[src/gkm_pkg.sv]
// ---------------------------------------------------------------------------
// gkm_pkg
// Shared types and constants for the greedy mixture merge block.
// ---------------------------------------------------------------------------
package gkm_pkg;

  typedef enum logic [1:0] {
    ACT_LOAD_OLD = 2'd0,
    ACT_LOAD_NEW = 2'd1,
    ACT_START    = 2'd2,
    ACT_NONE     = 2'd3
  } action_e;

  localparam logic [1:0] CFG_OLD_COUNT  = 2'd0;
  localparam logic [1:0] CFG_NEW_COUNT  = 2'd1;
  localparam logic [1:0] CFG_COMPONENTS = 2'd2;
  localparam logic [1:0] CFG_DIMS       = 2'd3;

  localparam int MEAN_W = 32;
  localparam int VAR_W  = 32;
  localparam int WGT_W  = 17;
  localparam int CNT_W  = 24;
  localparam int SIZE_W = 4;
  localparam int KL_W   = 48;
  localparam int LOG_W  = 21;
  localparam int DIV_NW = 64;
  localparam int DIV_DW = 41;
  localparam int F_W    = 25;

  localparam logic [KL_W-1:0]  KL_CAP   = 48'h7FFF_FFFF_FFFF;
  localparam logic [15:0]      LN2_Q16  = 16'd45426;
  localparam logic [WGT_W-1:0] ONE_Q16  = 17'h10000;
  localparam logic [F_W-1:0]   HALF_Q24 = 25'h080_0000;

  typedef enum logic [1:0] {
    DOP_A = 2'd0,  // variance ratio
    DOP_B = 2'd1,  // squared mean distance over variance
    DOP_F = 2'd2,  // share of the new component
    DOP_W = 2'd3   // merged weight
  } div_op_e;

  typedef struct packed {
    logic    ld_old;
    logic    ld_new;
    logic    run_init;
    logic    elem_rd;
    logic    elem_best;
    logic    div_go;
    div_op_e div_op;
    logic    acc_add_div;
    logic    log_go;
    logic    log_sel_s1;
    logic    log1_lat;
    logic    c_mul;
    logic    acc_add_c;
    logic    tab_wr;
    logic    srch_clr;
    logic    tab_rd;
    logic    take;
    logic    mul_w;
    logic    sum_s;
    logic    f_half;
    logic    f_lat;
    logic    w_zero;
    logic    w_lat;
    logic    prod_mul;
    logic    out_load;
    logic    out_last;
  } cmd_t;

  typedef struct packed {
    logic div_done;
    logic log_done;
    logic s_zero;
    logic cnt_zero;
    logic out_free;
  } status_t;

endpackage

[src/gkm_ctrl.sv]
// ---------------------------------------------------------------------------
// gkm_ctrl
// Sequencer: loads, divergence table fill, greedy search, merge beats.
// ---------------------------------------------------------------------------
module gkm_ctrl #(
  parameter int MAX_COMPONENTS = 8,
  parameter int MAX_DIMS       = 8,
  localparam int CW  = (MAX_COMPONENTS > 1) ? $clog2(MAX_COMPONENTS) : 1,
  localparam int DIW = (MAX_DIMS > 1) ? $clog2(MAX_DIMS) : 1
) (
  input  logic             clk_i,
  input  logic             rst_ni,
  input  logic             in_valid_i,
  output logic             in_stall_o,
  input  logic [1:0]       action_i,
  input  gkm_pkg::status_t status_i,
  input  logic [CW-1:0]    k_last_i,
  input  logic [DIW-1:0]   d_last_i,
  output gkm_pkg::cmd_t    cmd_o,
  output logic [CW-1:0]    ci_o,
  output logic [CW-1:0]    cj_o,
  output logic [CW-1:0]    ck_o,
  output logic [DIW-1:0]   cd_o
);

  typedef enum logic [4:0] {
    S_IDLE, S_INIT, S_RD, S_A_GO, S_A_WT, S_B_GO, S_B_WT,
    S_L1_GO, S_L1_WT, S_L0_GO, S_L0_WT, S_CADD, S_WR,
    S_SINIT, S_SRCH, S_SDRN, S_TAKE, S_MW, S_MS,
    S_F_GO, S_F_WT, S_W_GO, S_W_WT, S_MRD, S_MMUL, S_MOUT
  } state_e;

  state_e         state_q;
  logic [CW-1:0]  ci_q, cj_q, ck_q;
  logic [DIW-1:0] cd_q;
  logic           accept;
  logic           d_end, k_end;

  assign accept = in_valid_i && (state_q == S_IDLE);
  assign d_end  = (cd_q == d_last_i);
  assign k_end  = (ck_q == k_last_i);

  always_comb begin
    cmd_o = '0;
    case (state_q)
      S_IDLE: begin
        cmd_o.ld_old = accept && (action_i == gkm_pkg::ACT_LOAD_OLD);
        cmd_o.ld_new = accept && (action_i == gkm_pkg::ACT_LOAD_NEW);
      end
      S_INIT:  cmd_o.run_init = 1'b1;
      S_RD:    cmd_o.elem_rd = 1'b1;
      S_A_GO: begin
        cmd_o.div_go = 1'b1;
        cmd_o.div_op = gkm_pkg::DOP_A;
      end
      S_A_WT:  cmd_o.acc_add_div = status_i.div_done;
      S_B_GO: begin
        cmd_o.div_go = 1'b1;
        cmd_o.div_op = gkm_pkg::DOP_B;
      end
      S_B_WT:  cmd_o.acc_add_div = status_i.div_done;
      S_L1_GO: begin
        cmd_o.log_go     = 1'b1;
        cmd_o.log_sel_s1 = 1'b1;
      end
      S_L1_WT: cmd_o.log1_lat = status_i.log_done;
      S_L0_GO: cmd_o.log_go = 1'b1;
      S_L0_WT: cmd_o.c_mul = status_i.log_done;
      S_CADD:  cmd_o.acc_add_c = 1'b1;
      S_WR:    cmd_o.tab_wr = 1'b1;
      S_SINIT: cmd_o.srch_clr = 1'b1;
      S_SRCH:  cmd_o.tab_rd = 1'b1;
      S_SDRN:  ;
      S_TAKE:  cmd_o.take = 1'b1;
      S_MW:    cmd_o.mul_w = 1'b1;
      S_MS:    cmd_o.sum_s = 1'b1;
      S_F_GO: begin
        cmd_o.f_half = status_i.s_zero;
        cmd_o.div_go = !status_i.s_zero;
        cmd_o.div_op = gkm_pkg::DOP_F;
      end
      S_F_WT:  cmd_o.f_lat = status_i.div_done;
      S_W_GO: begin
        cmd_o.w_zero = status_i.cnt_zero;
        cmd_o.div_go = !status_i.cnt_zero;
        cmd_o.div_op = gkm_pkg::DOP_W;
      end
      S_W_WT:  cmd_o.w_lat = status_i.div_done;
      S_MRD: begin
        cmd_o.elem_rd   = 1'b1;
        cmd_o.elem_best = 1'b1;
      end
      S_MMUL:  cmd_o.prod_mul = 1'b1;
      S_MOUT: begin
        cmd_o.out_load = status_i.out_free;
        cmd_o.out_last = k_end && d_end;
      end
      default: ;
    endcase
  end

  always_ff @(posedge clk_i or negedge rst_ni) begin
    if (!rst_ni) begin
      state_q <= S_IDLE;
      ci_q    <= '0;
      cj_q    <= '0;
      ck_q    <= '0;
      cd_q    <= '0;
    end else begin
      case (state_q)
        S_IDLE: begin
          if (accept && action_i == gkm_pkg::ACT_START) state_q <= S_INIT;
        end
        S_INIT: begin
          ci_q    <= '0;
          cj_q    <= '0;
          cd_q    <= '0;
          state_q <= S_RD;
        end
        S_RD:    state_q <= S_A_GO;
        S_A_GO:  state_q <= S_A_WT;
        S_A_WT:  if (status_i.div_done) state_q <= S_B_GO;
        S_B_GO:  state_q <= S_B_WT;
        S_B_WT:  if (status_i.div_done) state_q <= S_L1_GO;
        S_L1_GO: state_q <= S_L1_WT;
        S_L1_WT: if (status_i.log_done) state_q <= S_L0_GO;
        S_L0_GO: state_q <= S_L0_WT;
        S_L0_WT: if (status_i.log_done) state_q <= S_CADD;
        S_CADD: begin
          if (d_end) begin
            state_q <= S_WR;
          end else begin
            cd_q    <= cd_q + 1'b1;
            state_q <= S_RD;
          end
        end
        S_WR: begin
          cd_q    <= '0;
          state_q <= S_RD;
          if (cj_q == k_last_i) begin
            cj_q <= '0;
            if (ci_q == k_last_i) begin
              ck_q    <= '0;
              state_q <= S_SINIT;
            end else begin
              ci_q <= ci_q + 1'b1;
            end
          end else begin
            cj_q <= cj_q + 1'b1;
          end
        end
        S_SINIT: begin
          ci_q    <= '0;
          cj_q    <= '0;
          state_q <= S_SRCH;
        end
        S_SRCH: begin
          // new index outer, old index inner
          if (ci_q == k_last_i) begin
            ci_q <= '0;
            if (cj_q == k_last_i) state_q <= S_SDRN;
            else cj_q <= cj_q + 1'b1;
          end else begin
            ci_q <= ci_q + 1'b1;
          end
        end
        S_SDRN:  state_q <= S_TAKE;
        S_TAKE:  state_q <= S_MW;
        S_MW:    state_q <= S_MS;
        S_MS:    state_q <= S_F_GO;
        S_F_GO:  state_q <= status_i.s_zero ? S_W_GO : S_F_WT;
        S_F_WT:  if (status_i.div_done) state_q <= S_W_GO;
        S_W_GO: begin
          cd_q    <= '0;
          state_q <= status_i.cnt_zero ? S_MRD : S_W_WT;
        end
        S_W_WT:  if (status_i.div_done) state_q <= S_MRD;
        S_MRD:   state_q <= S_MMUL;
        S_MMUL:  state_q <= S_MOUT;
        S_MOUT: begin
          if (status_i.out_free) begin
            if (d_end) begin
              if (k_end) begin
                state_q <= S_IDLE;
              end else begin
                ck_q    <= ck_q + 1'b1;
                state_q <= S_SINIT;
              end
            end else begin
              cd_q    <= cd_q + 1'b1;
              state_q <= S_MRD;
            end
          end
        end
        default: state_q <= S_IDLE;
      endcase
    end
  end

  assign in_stall_o = (state_q != S_IDLE);
  assign ci_o = ci_q;
  assign cj_o = cj_q;
  assign ck_o = ck_q;
  assign cd_o = cd_q;

endmodule

[config.mk]
export PLATFORM = sky130hd
export DESIGN_NAME = gkm_ctrl
export DESIGN_NICKNAME = d
export VERILOG_FILES = /design/src/gkm_pkg.sv /design/src/gkm_ctrl.sv
export SDC_FILE = /design/constraint.sdc
export NUM_CORES = 1
export LEC_CHECK = 0
export ABC_AREA = 1
export BUFFER_PORTS_ARGS = -buffer_cell sky130_fd_sc_hd__buf_2
export CAP_MARGIN = 20
export CORE_MARGIN = 2
export CORE_UTILIZATION = 26
export CTS_CLUSTER_DIAMETER = 80
export DETAILED_ROUTE_END_ITERATION = 6
export GPL_TIMING_DRIVEN = 0
export PLACE_DENSITY = 0.45
export SETUP_SLACK_MARGIN = 0.15
export SYNTH_ARGS = -nofsm -noshare
export SYNTH_HDL_FRONTEND = slang
export SYNTH_SLANG_ARGS = --single-unit
[constraint.sdc]
create_clock -name clk_i -period 1.9 [get_ports clk_i]
set_input_delay 0.095 -clock clk_i [delete_from_list [all_inputs] [get_ports clk_i]]
set_output_delay 0.095 -clock clk_i [all_outputs]
set_load 0.02 [all_outputs]
==> metrics.yaml, run 1 <==
run_status:
  status: "completed"
cells_and_area:
  finalInstanceArea_um2: 2409
  final_layout_size_suffix_gt1_share_pct: 35.59
  syn_to_final_growth_pct: 32.21
  multi_input_area_um2: 1246
  fillers: 792
  register_area_um2: 432.9
  nets: 375
  n_antenna_cell: 0
  stdcell_count: 450
logic_synthesis:
  avgSynthCellArea_um2: 6.437
  synth_edf_count: 0
  ys_top_cells_by_count: "nand2_1, nor2_1, inv_1"
  syn-cell-area_um2: 1822
  synth_nets: 303
  ys.flop_type: "dfrtp_1"
  synth_cells: 283
  yosys.area.top_type: "dfrtp_1"
  synth_cell_types: 33
  synth_top_area_share_pct: 23.35
  synth_most_common_cell: "nand2_1"
  seq_area_frac_synth_pct: 23.35
  ys_warn_count: 0
  ys_async_sr_fraction_pct: 100.0
  ys_top_cells_by_area: "dfrtp_1, nand2_1, nand3_1"
  ys_ff_latch: 17
detailed_routing:
  drt_iter0_drc: 70
  wl_mm: 5.444
  drtAntennaViolNets: 0
  wl_met3_um: 257
  post_drt_wl_per_cell_um: 12.10
  wl_met2_mm: 2.490
  highest_layer: "met4"
  drt-pass1-iter-count: 4
  drc_errors: 0
  dr_total_vias: 1987
  wirelength_met1_mm: 2.651
  via_per_inst: 4.416
timing:
  finalCritPeriodShare_pct: 89.14
  period_needed_ns: 1.694
  finalSetupViolCount: 0
  timing.fmax_mhz: 590.5
  fin_setup_tns_ns: 0
  rsz0062_at_grt: "true"
  timing.hold.ws_ns: 0.1476
  tightest_slew_ns: 0.4465
  finalMaxSlewViolations: 0
  finalHoldViolCount: 0
  clock_skew_ns: 0.001429
  slew_headroom_pct: 70.23
place:
  globalplace.congestion: 0.8866
  port_buffers: 55
  place_inst: 434
  dpl_cell_area_um2: 2217
  place_hpwl_mm: 4.288
hold_path:
  hp-class: "in -> reg"
clock_network:
  cts_tree: "built"
  clk_pin_slew_ns: 0.07
  cts.sinks: 17
  cts_buffers: 3
  clock_path_buffers: 2
  cts_max_level: 1
  worstSkewPairLatency_ns: 0.25
  cts-root-buf: "clkbuf_8"
global_routing:
  grt_max_degree: 18
  antenna_found_initial: 0
  grt_pass1_wl_mm: 8.776
  grt_pass1_vias: 1796
  grt_overflow: 0
  grtUsageTotal_pct: 14.35
worst_setup_path:
  crit_slowest_cell: "dfrtp_2"
  crit_path_end_kind: "output pin"
  cp.required_ns: 1.80
  startpoint_type: "flip-flop"
  worstPathMaxFanout: 6
  cp_data_arrival_time_ns: 1.60
  cp_num_buf_inv: 2
  crit_type: "reg -> out"
  crit_chain: "inv_2 > nor2_8 > nand3_4 > nor3_1 > buf_2"
  crit_family: "simple AND/OR/NAND/NOR gates"
  critPathMaxStageDelay_ns: 0.44
floorplan:
  rows: 30
  initial_utilization_pct: 26.81
  ios: 56
  die_area_um2: 7692
  die_w_um: 87.71
  core_area_um2: 6794
  die_h_um: 87.71
power_and_ir_drop:
  leakagePower_uw: 0.001402
  peakVddDrop_mv: 0.3497
  power.density_nw_per_um2: 1271
flow_run:
  maxCapViolations: 0
[registers in the layout, summed over array words and instances (netlist names)]
| register | cells |
|---|---|
| state_q | 5 |
| cj_o | 3 |
| cd_o | 3 |
| ci_o | 3 |
| ck_o | 3 |
[tightest hold or removal path, delay by kind of cell]
family,cells,cell delay [ns]
buf+inv,2,0.17
simple gates,2,0.11
[logic make-up after synthesis]
logic type / synth area share, %
AND/OR/NAND/NOR: 51.92
buffers and inverters: 9.822
AO/OA/AOI/OAI: 7.830
flip-flops: 23.35
XOR/XNOR: 4.327
adder cells (fa/ha/maj): 2.747
[routing by layer]
layer,vias up,GRT usage [%]
met4,0,3.636
met1,895,19.73
met3,5,2.074
li1,1037,-
met5,-,0
met2,50,23.62
[layout make-up]
class | instances | share of cell area [%]
timing repair buffer | 67 | 15.90
clock buffer | 4 | 1.870
inverter | 43 | 7.013
sequential | 17 | 17.97
buffer | 2 | 0.5195
multi-input combinational | 221 | 51.74
tap | 96 | 4.987
[power by group]
part	internal [µW]	switching, µW
registers	495	192
clock network	149	137
logic	753	1330
[metrics by stage]
| step | worst slack (ns) | util (%) | total power, µW |
|---|---|---|---|
| floorplan | 0.2894 | - | 2106 |
| CTS | 0.1504 | 33.78 | 2945 |
| global route | 0.07479 | 35.45 | 3382 |
| finish | 0.2064 | 35.45 | 3061 |
| detailed placement | 0.1456 | 32.63 | 2602 |
| global placement | 0.1384 | 32.63 | 2602 |
[worst paths after layout]
check	slack [ns]	cells past startpoint	end	start
hold reg to reg	0.56	2	ci_o[1]$_DFFE_PN0P_	ci_o[1]$_DFFE_PN0P_
hold / removal	0.15	4	state_q[0]$_DFFE_PN0P_	status_i[0]
setup reg to reg	0.25	11	cj_o[2]$_DFFE_PN0P_	state_q[1]$_DFFE_PN0P_
min in group asynchronous	0.31	2	cj_o[2]$_DFFE_PN0P_	rst_ni
max in group asynchronous	1.25	2	state_q[3]$_DFFE_PN0P_	rst_ni
setup / recovery	0.21	5	cmd_o[0]	state_q[0]$_DFFE_PN0P_
[placed cells by master (no fill, tap or decap), drive strengths merged, types with 3 or more instances in the layout]
master and instances:
nor3 5, o21ai 15, clkinv 3, nand2 95, nand4 3, dfrtp 17, ha 4, buf 68
xor2 3, nand3 34, clkbuf 4, xnor2 6, a21oi 3, inv 40, nor2 48
[timing repair]
item | 4_1_cts | 5_1_grt
setup endpoints to repair | 13 | 18
hold buffers | 1 | 0
pin swaps | 0 | 5
endpoints found under the hold margin | 17 | 0
buffers inserted | 0 | 11
resized for setup | 9 | 10
(Power assumes the default switching activity.)
==> inputs of run 2 (changes only) <==
Settings changed: CORE_ASPECT_RATIO from default to 0.9.
==> metrics.yaml, run 2 (synthesized netlist as in run 1, its figures left out) <==
cells_and_area:
  top_register: "state_q"  # unchanged
  nets: 372  # was 375
  final_common_cell: "nand2_1"  # unchanged
  mostFrequentLayoutCells: "nand2_1, buf_2, nor2_1"  # unchanged
  n_antenna_cell: 0  # unchanged
  stdcell_count: 441  # was 450
  largest_reg_flops: 5  # unchanged
  finalInstanceArea_um2: 2386  # was 2409 µm²
  syn_to_final_growth_pct: 30.98  # was 32.21%
  final_layout_size_suffix_gt1_share_pct: 35.61  # was 35.59%
timing:
  clock_skew_ns: 0.006709  # was 0.001429 ns
  finalMaxSlewViolations: 0  # unchanged
  rsz0062_at_grt: "true"  # unchanged
  timing.fmax_mhz: 594.9  # was 590.5 MHz
  fin_setup_tns_ns: 0  # unchanged
  setup_ws_ns: 0.2189  # was 0.2064 ns
  period_needed_ns: 1.681  # was 1.694 ns
  finalCritPeriodShare_pct: 88.48  # was 89.14%
  finalHoldViolCount: 0  # unchanged
  tightest_slew_ns: 0.4340  # was 0.4465 ns
  finalSetupViolCount: 0  # unchanged
  slew_headroom_pct: 71.07  # was 70.23%
detailed_routing:
  wl_mm: 5.310  # was 5.444 mm
  drtAntennaViolNets: 0  # unchanged
  drc_errors: 0  # unchanged
  dr_total_vias: 1961  # was 1987
  post_drt_wl_per_cell_um: 12.04  # was 12.10 µm
  via_per_inst: 4.447  # was 4.416
  drt-pass1-iter-count: 4  # unchanged
  drt_iter0_drc: 57  # was 70
place:
  globalplace.congestion: 0.7946  # was 0.8866
  dpl_worst_slack_ns: 0.1489  # was 0.1456 ns
  port_buffers: 55  # unchanged
  dpl_cell_area_um2: 2210  # was 2217 µm²
  place_hpwl_mm: 4.319  # was 4.288 mm
  place_inst: 428  # was 434
global_routing:
  grt_pass1_wl_mm: 8.811  # was 8.776 mm
  grtUsageTotal_pct: 14.16  # was 14.35%
  grt_overflow: 0  # unchanged
  grt_pass1_vias: 1766  # was 1796
  antenna_found_initial: 0  # unchanged
  grt_max_degree: 18  # unchanged
floorplan:
  initial_utilization_pct: 27.23  # was 26.81%
  die_area_um2: 7693  # was 7692 µm²
  rows: 28  # was 30
  die_w_um: 92.24  # was 87.71 µm
  ios: 56  # unchanged
  core_area_um2: 6691  # was 6794 µm²
  die_h_um: 83.41  # was 87.71 µm
power_and_ir_drop:
  power.density_nw_per_um2: 1266  # was 1271 nW/µm²
  peakVddDrop_mv: 0.3935  # was 0.3497 mV
  leakagePower_uw: 0.001399  # was 0.001402 µW
worst_setup_path:
  crit_path_end_kind: "output pin"  # unchanged
  cp.required_ns: 1.80  # about the same
  startpoint_type: "flip-flop"  # unchanged
  crit_type: "reg -> out"  # unchanged
  r2r-start: "state_q[2]$_DFFE_PN0P_"  # was state_q[1]$_DFFE_PN0P_
  cp_data_arrival_time_ns: 1.59  # was 1.60 ns
  regToRegSetupSlack_ns: 0.23  # was 0.25 ns
  worstPathMaxFanout: 8  # was 6
  timing.critical_path.from: "state_q[1]$_DFFE_PN0P_"  # was state_q[0]$_DFFE_PN0P_
run_status:
  status: "completed"  # unchanged
clock_network:
  clk_pin_slew_ns: 0.07  # about the same
  clock_path_buffers: 2  # unchanged
  worstSkewPairLatency_ns: 0.26  # was 0.25 ns
  cts-root-buf: "clkbuf_8"  # unchanged
  cts_buffers: 3  # unchanged
  cts_max_level: 1  # unchanged
  cts.sinks: 17  # unchanged
  cts_tree: "built"  # unchanged
flow_run:
  maxCapViolations: 0  # unchanged
hold_path:
  hp-class: "in -> reg"  # unchanged
  min_from: "status_i[0]"  # unchanged
==> run 2: stage by stage <==
step	total power (µW)	hold slack [ns]	util (%)
finish	3020	0.1451	35.66
global route	3345	0.1688	35.66
CTS	2962	0.1392	34.27
detailed placement	2605	0.06461	33.02
global placement	2598	0.06437	33.02
floorplan	2106	-0.2006	-
==> run 2: critical path, stage by stage (launching register included) <==
cell	delay [ns]
dfrtp_2	0.50
nor2_4	0.25
nand4_1	0.17
nor3b_1	0.21
buf_2	0.20
==> run 2: layout make-up <==
cell class              count  area [µm²]
fillers                   763        4305
multi-input cells         221        1271
flip-flops and latches     17       430.4
repair buffers             64       345.3
inverters                  43       168.9
well taps                  90       112.6
clock buffers               4       45.04
plain buffers               2       12.51
==> run 2: path summary, 6_finish.rpt <==
path / endpoint / cells after the start
worst max-delay path: cmd_o[25] / 4
min in group asynchronous: ci_o[1]$_DFFE_PN0P_ / 2
worst min-delay path: state_q[0]$_DFFE_PN0P_ / 4
worst min register to register: cj_o[1]$_DFFE_PN0P_ / 2
max in group asynchronous: state_q[3]$_DFFE_PN0P_ / 2
worst max register to register: state_q[2]$_DFFE_PN0P_ / 10
==> run 2: routing by layer <==
metal  global-route usage (%)  vias up  share of wire (%)  wire, µm
li1                         -     1030                  -         -
met1                    21.87      864                 52      2745
met2                    20.39       62                 41      2160
met3                    1.724        5                6.6       350
met4                    3.935        0                1.0        53
met5                        0        -                  0         0
==> run 2: timing repair <==
action,4_1_cts,5_1_grt
setup buffers,0,8
hold buffers,1,0
resized for setup,10,12
setup endpoints to repair,14,17
pin swaps,1,5
hold endpoints to repair,17,0
==> run 2: report_power, final <==
part | total (µW) | leakage (µW) | switching, µW | internal [µW]
sequential | 685 | 0.000217 | 194 | 491
combinational | 2040 | 0.00116 | 1330 | 711
clock | 292 | 0.0000228 | 142 | 149
==> inputs of run 3 (changes only) <==
Settings changed: REMOVE_ABC_BUFFERS from default to 1.
==> metrics.yaml, run 3 (synthesized netlist as in run 1, its figures left out) <==
detailed_routing:
  drc_errors: 0  # unchanged
  post_drt_wl_per_cell_um: 12.12  # was 12.04 µm
  dr_total_vias: 1982  # was 1961
  drt-pass1-iter-count: 4  # unchanged
  via_per_inst: 4.474  # was 4.447
  drt_iter0_drc: 73  # was 57
  wl_mm: 5.371  # was 5.310 mm
  drtAntennaViolNets: 0  # unchanged
hold_path:
  hold_depth: 4  # unchanged
  min_from: "status_i[0]"  # unchanged
  hp-class: "in -> reg"  # unchanged
floorplan:
  rows: 28  # unchanged
  die_area_um2: 7693  # unchanged
  ios: 56  # unchanged
  core_area_um2: 6691  # unchanged
  initial_utilization_pct: 27.23  # unchanged
  die_w_um: 92.24  # unchanged
  die_h_um: 83.41  # unchanged
cells_and_area:
  final_layout_size_suffix_gt1_share_pct: 36.83  # was 35.61%
  nets: 374  # was 372
  finalInstanceArea_um2: 2421  # was 2386 µm²
  top_register: "state_q"  # unchanged
  final_util_pct: 36.18  # was 35.66%
  largest_reg_flops: 5  # unchanged
  mostFrequentLayoutCells: "nand2_1, buf_2, nor2_1"  # unchanged
  n_antenna_cell: 0  # unchanged
  syn_to_final_growth_pct: 32.90  # was 30.98%
  final_common_cell: "nand2_1"  # unchanged
global_routing:
  antenna_found_initial: 0  # unchanged
  grt_max_degree: 18  # unchanged
  grt_pass1_wl_mm: 9.114  # was 8.811 mm
  grtUsageTotal_pct: 14.53  # was 14.16%
  grt_pass1_vias: 1908  # was 1766
  grt_overflow: 0  # unchanged
timing:
  setup_ws_ns: 0.2343  # was 0.2189 ns
  clock_skew_ns: 0.007692  # was 0.006709 ns
  slew_headroom_pct: 71.84  # was 71.07%
  rsz0062_at_grt: "true"  # unchanged
  finalMaxSlewViolations: 0  # unchanged
  timing.hold.ws_ns: 0.1488  # was 0.1451 ns
  tightest_slew_ns: 0.4224  # was 0.4340 ns
  timing.fmax_mhz: 600.3  # was 594.9 MHz
  finalHoldViolCount: 0  # unchanged
  finalCritPeriodShare_pct: 87.67  # was 88.48%
  period_needed_ns: 1.666  # was 1.681 ns
  finalSetupViolCount: 0  # unchanged
place:
  dpl_worst_slack_ns: -0.2723  # was 0.1489 ns
  port_buffers: 55  # unchanged
  place_hpwl_mm: 4.346  # was 4.319 mm
  globalplace.congestion: 0.8280  # was 0.7946
  dpl_cell_area_um2: 2200  # was 2210 µm²
worst_setup_path:
  crit_path_end_kind: "output pin"  # unchanged
  crit_slowest_cell: "dfrtp_2"  # unchanged
  cp.required_ns: 1.80  # about the same
  crit_type: "reg -> out"  # unchanged
  worstPathMaxFanout: 5  # was 8
  critPathMaxStageDelay_ns: 0.47  # was 0.50 ns
  timing.critical_path.from: "state_q[3]$_DFFE_PN0P_"  # was state_q[1]$_DFFE_PN0P_
  reg2regPathDepth: 9  # was 10
  r2r-start: "state_q[4]$_DFFE_PN0P_"  # was state_q[2]$_DFFE_PN0P_
  startpoint_type: "flip-flop"  # unchanged
  cp_common_cell: "nand2_1"
  crit_chain: "inv_2 > nand2_2 > nor3_2 > buf_4 > nand2_1 > nand2_1 > buf_2"  # was nor2_4 > nand4_1 > nor3b_1 > buf_2
  regToRegSetupSlack_ns: 0.25  # was 0.23 ns
  cp_data_arrival_time_ns: 1.57  # was 1.59 ns
flow_run:
  maxCapViolations: 0  # unchanged
power_and_ir_drop:
  p_int_uw: 1367  # was 1351 µW
  p_seq_share_pct: 23.1  # was 22.7%
  pwr-share-comb_pct: 67.6  # was 67.7%
  peakVddDrop_mv: 0.5322  # was 0.3935 mV
  clock_power_share_pct: 9.3  # was 9.7%
  swShare_pct: 55.01  # was 55.26%
  leakagePower_uw: 0.001402  # was 0.001399 µW
  switchingPower_uw: 1672  # was 1669 µW
  power.density_nw_per_um2: 1255  # was 1266 nW/µm²
clock_network:
  clock_path_buffers: 2  # unchanged
  cts_max_level: 1  # unchanged
  cts_tree: "built"  # unchanged
  cts-root-buf: "clkbuf_8"  # unchanged
  cts.sinks: 17  # unchanged
  cts_buffers: 3  # unchanged
  worstSkewPairLatency_ns: 0.26  # about the same
  clk_pin_slew_ns: 0.07  # about the same
run_status:
  status: "completed"  # unchanged
## run 3: cell count changes in the layout (fill, tap and decap cells not counted), sizes merged
cell | before | now
clkinvlp | 0 | 1
buf | 65 | 67
inv | 40 | 39
## run 3: critical path, delay by kind of cell (launching register included)
| family | cells | cell delay (ns) |
|---|---|---|
| DFF | 1 | 0.47 |
| and+or+nand+nor | 4 | 0.42 |
| buffers and inverters | 3 | 0.44 |
## run 3: worst paths after layout
kind                                          end
max                                     cmd_o[23]
min in group asynchronous     cj_o[2]$_DFFE_PN0P_
min reg2reg                   cj_o[1]$_DFFE_PN0P_
max reg2reg                   cd_o[0]$_DFFE_PN0P_
min                        state_q[0]$_DFFE_PN0P_
max in group asynchronous  state_q[1]$_DFFE_PN0P_
## run 3: stage by stage
| step | cells | total power [µW] | TNS [ns] |
|---|---|---|---|
| CTS | 438 | 2991 | 0 |
| floorplan | 281 | 2096 | 0 |
| global route | 443 | 3348 | 0 |
| finish | 443 | 3040 | 0 |
| global placement | 426 | 2597 | -1.993 |
| detailed placement | 426 | 2600 | -2.468 |
## run 3: layout make-up
cell class                 instances  area (µm²)
tap                               90       112.6
multi-input combinational        221        1269
clock buffer                       4       45.04
inverter                          43       175.2
timing repair buffer              68       387.9
sequential                        17       431.7
fill                             761        4270
## run 3: power by group through the flow
stage / clock network [µW] / logic (µW) / registers, µW
3_5_place_dp: 0 / 1900 / 701
6_report: 282 / 2060 / 702
3_3_place_gp: 0 / 1900 / 700
5_1_grt: 309 / 2310 / 725
2_1_floorplan: 0 / 1350 / 744
4_1_cts: 295 / 2000 / 696
## run 3: repair_timing
action                                 in CTS  in global routing
pin swaps                                   1                  5
gates resized for setup                    10                 13
setup endpoints to repair                  36                 17
hold buffers                                1                  0
endpoints found under the hold margin      17                  0
buffers inserted                            7                  5
## run 3: routing by layer
layer / vias up / global-route usage (%) / wire [µm]
met5: - / 0 / 0
met4: 0 / 3.392 / 53
met3: 4 / 2.450 / 219
met2: 44 / 22.59 / 2256
met1: 896 / 20.94 / 2841
li1: 1038 / - / -
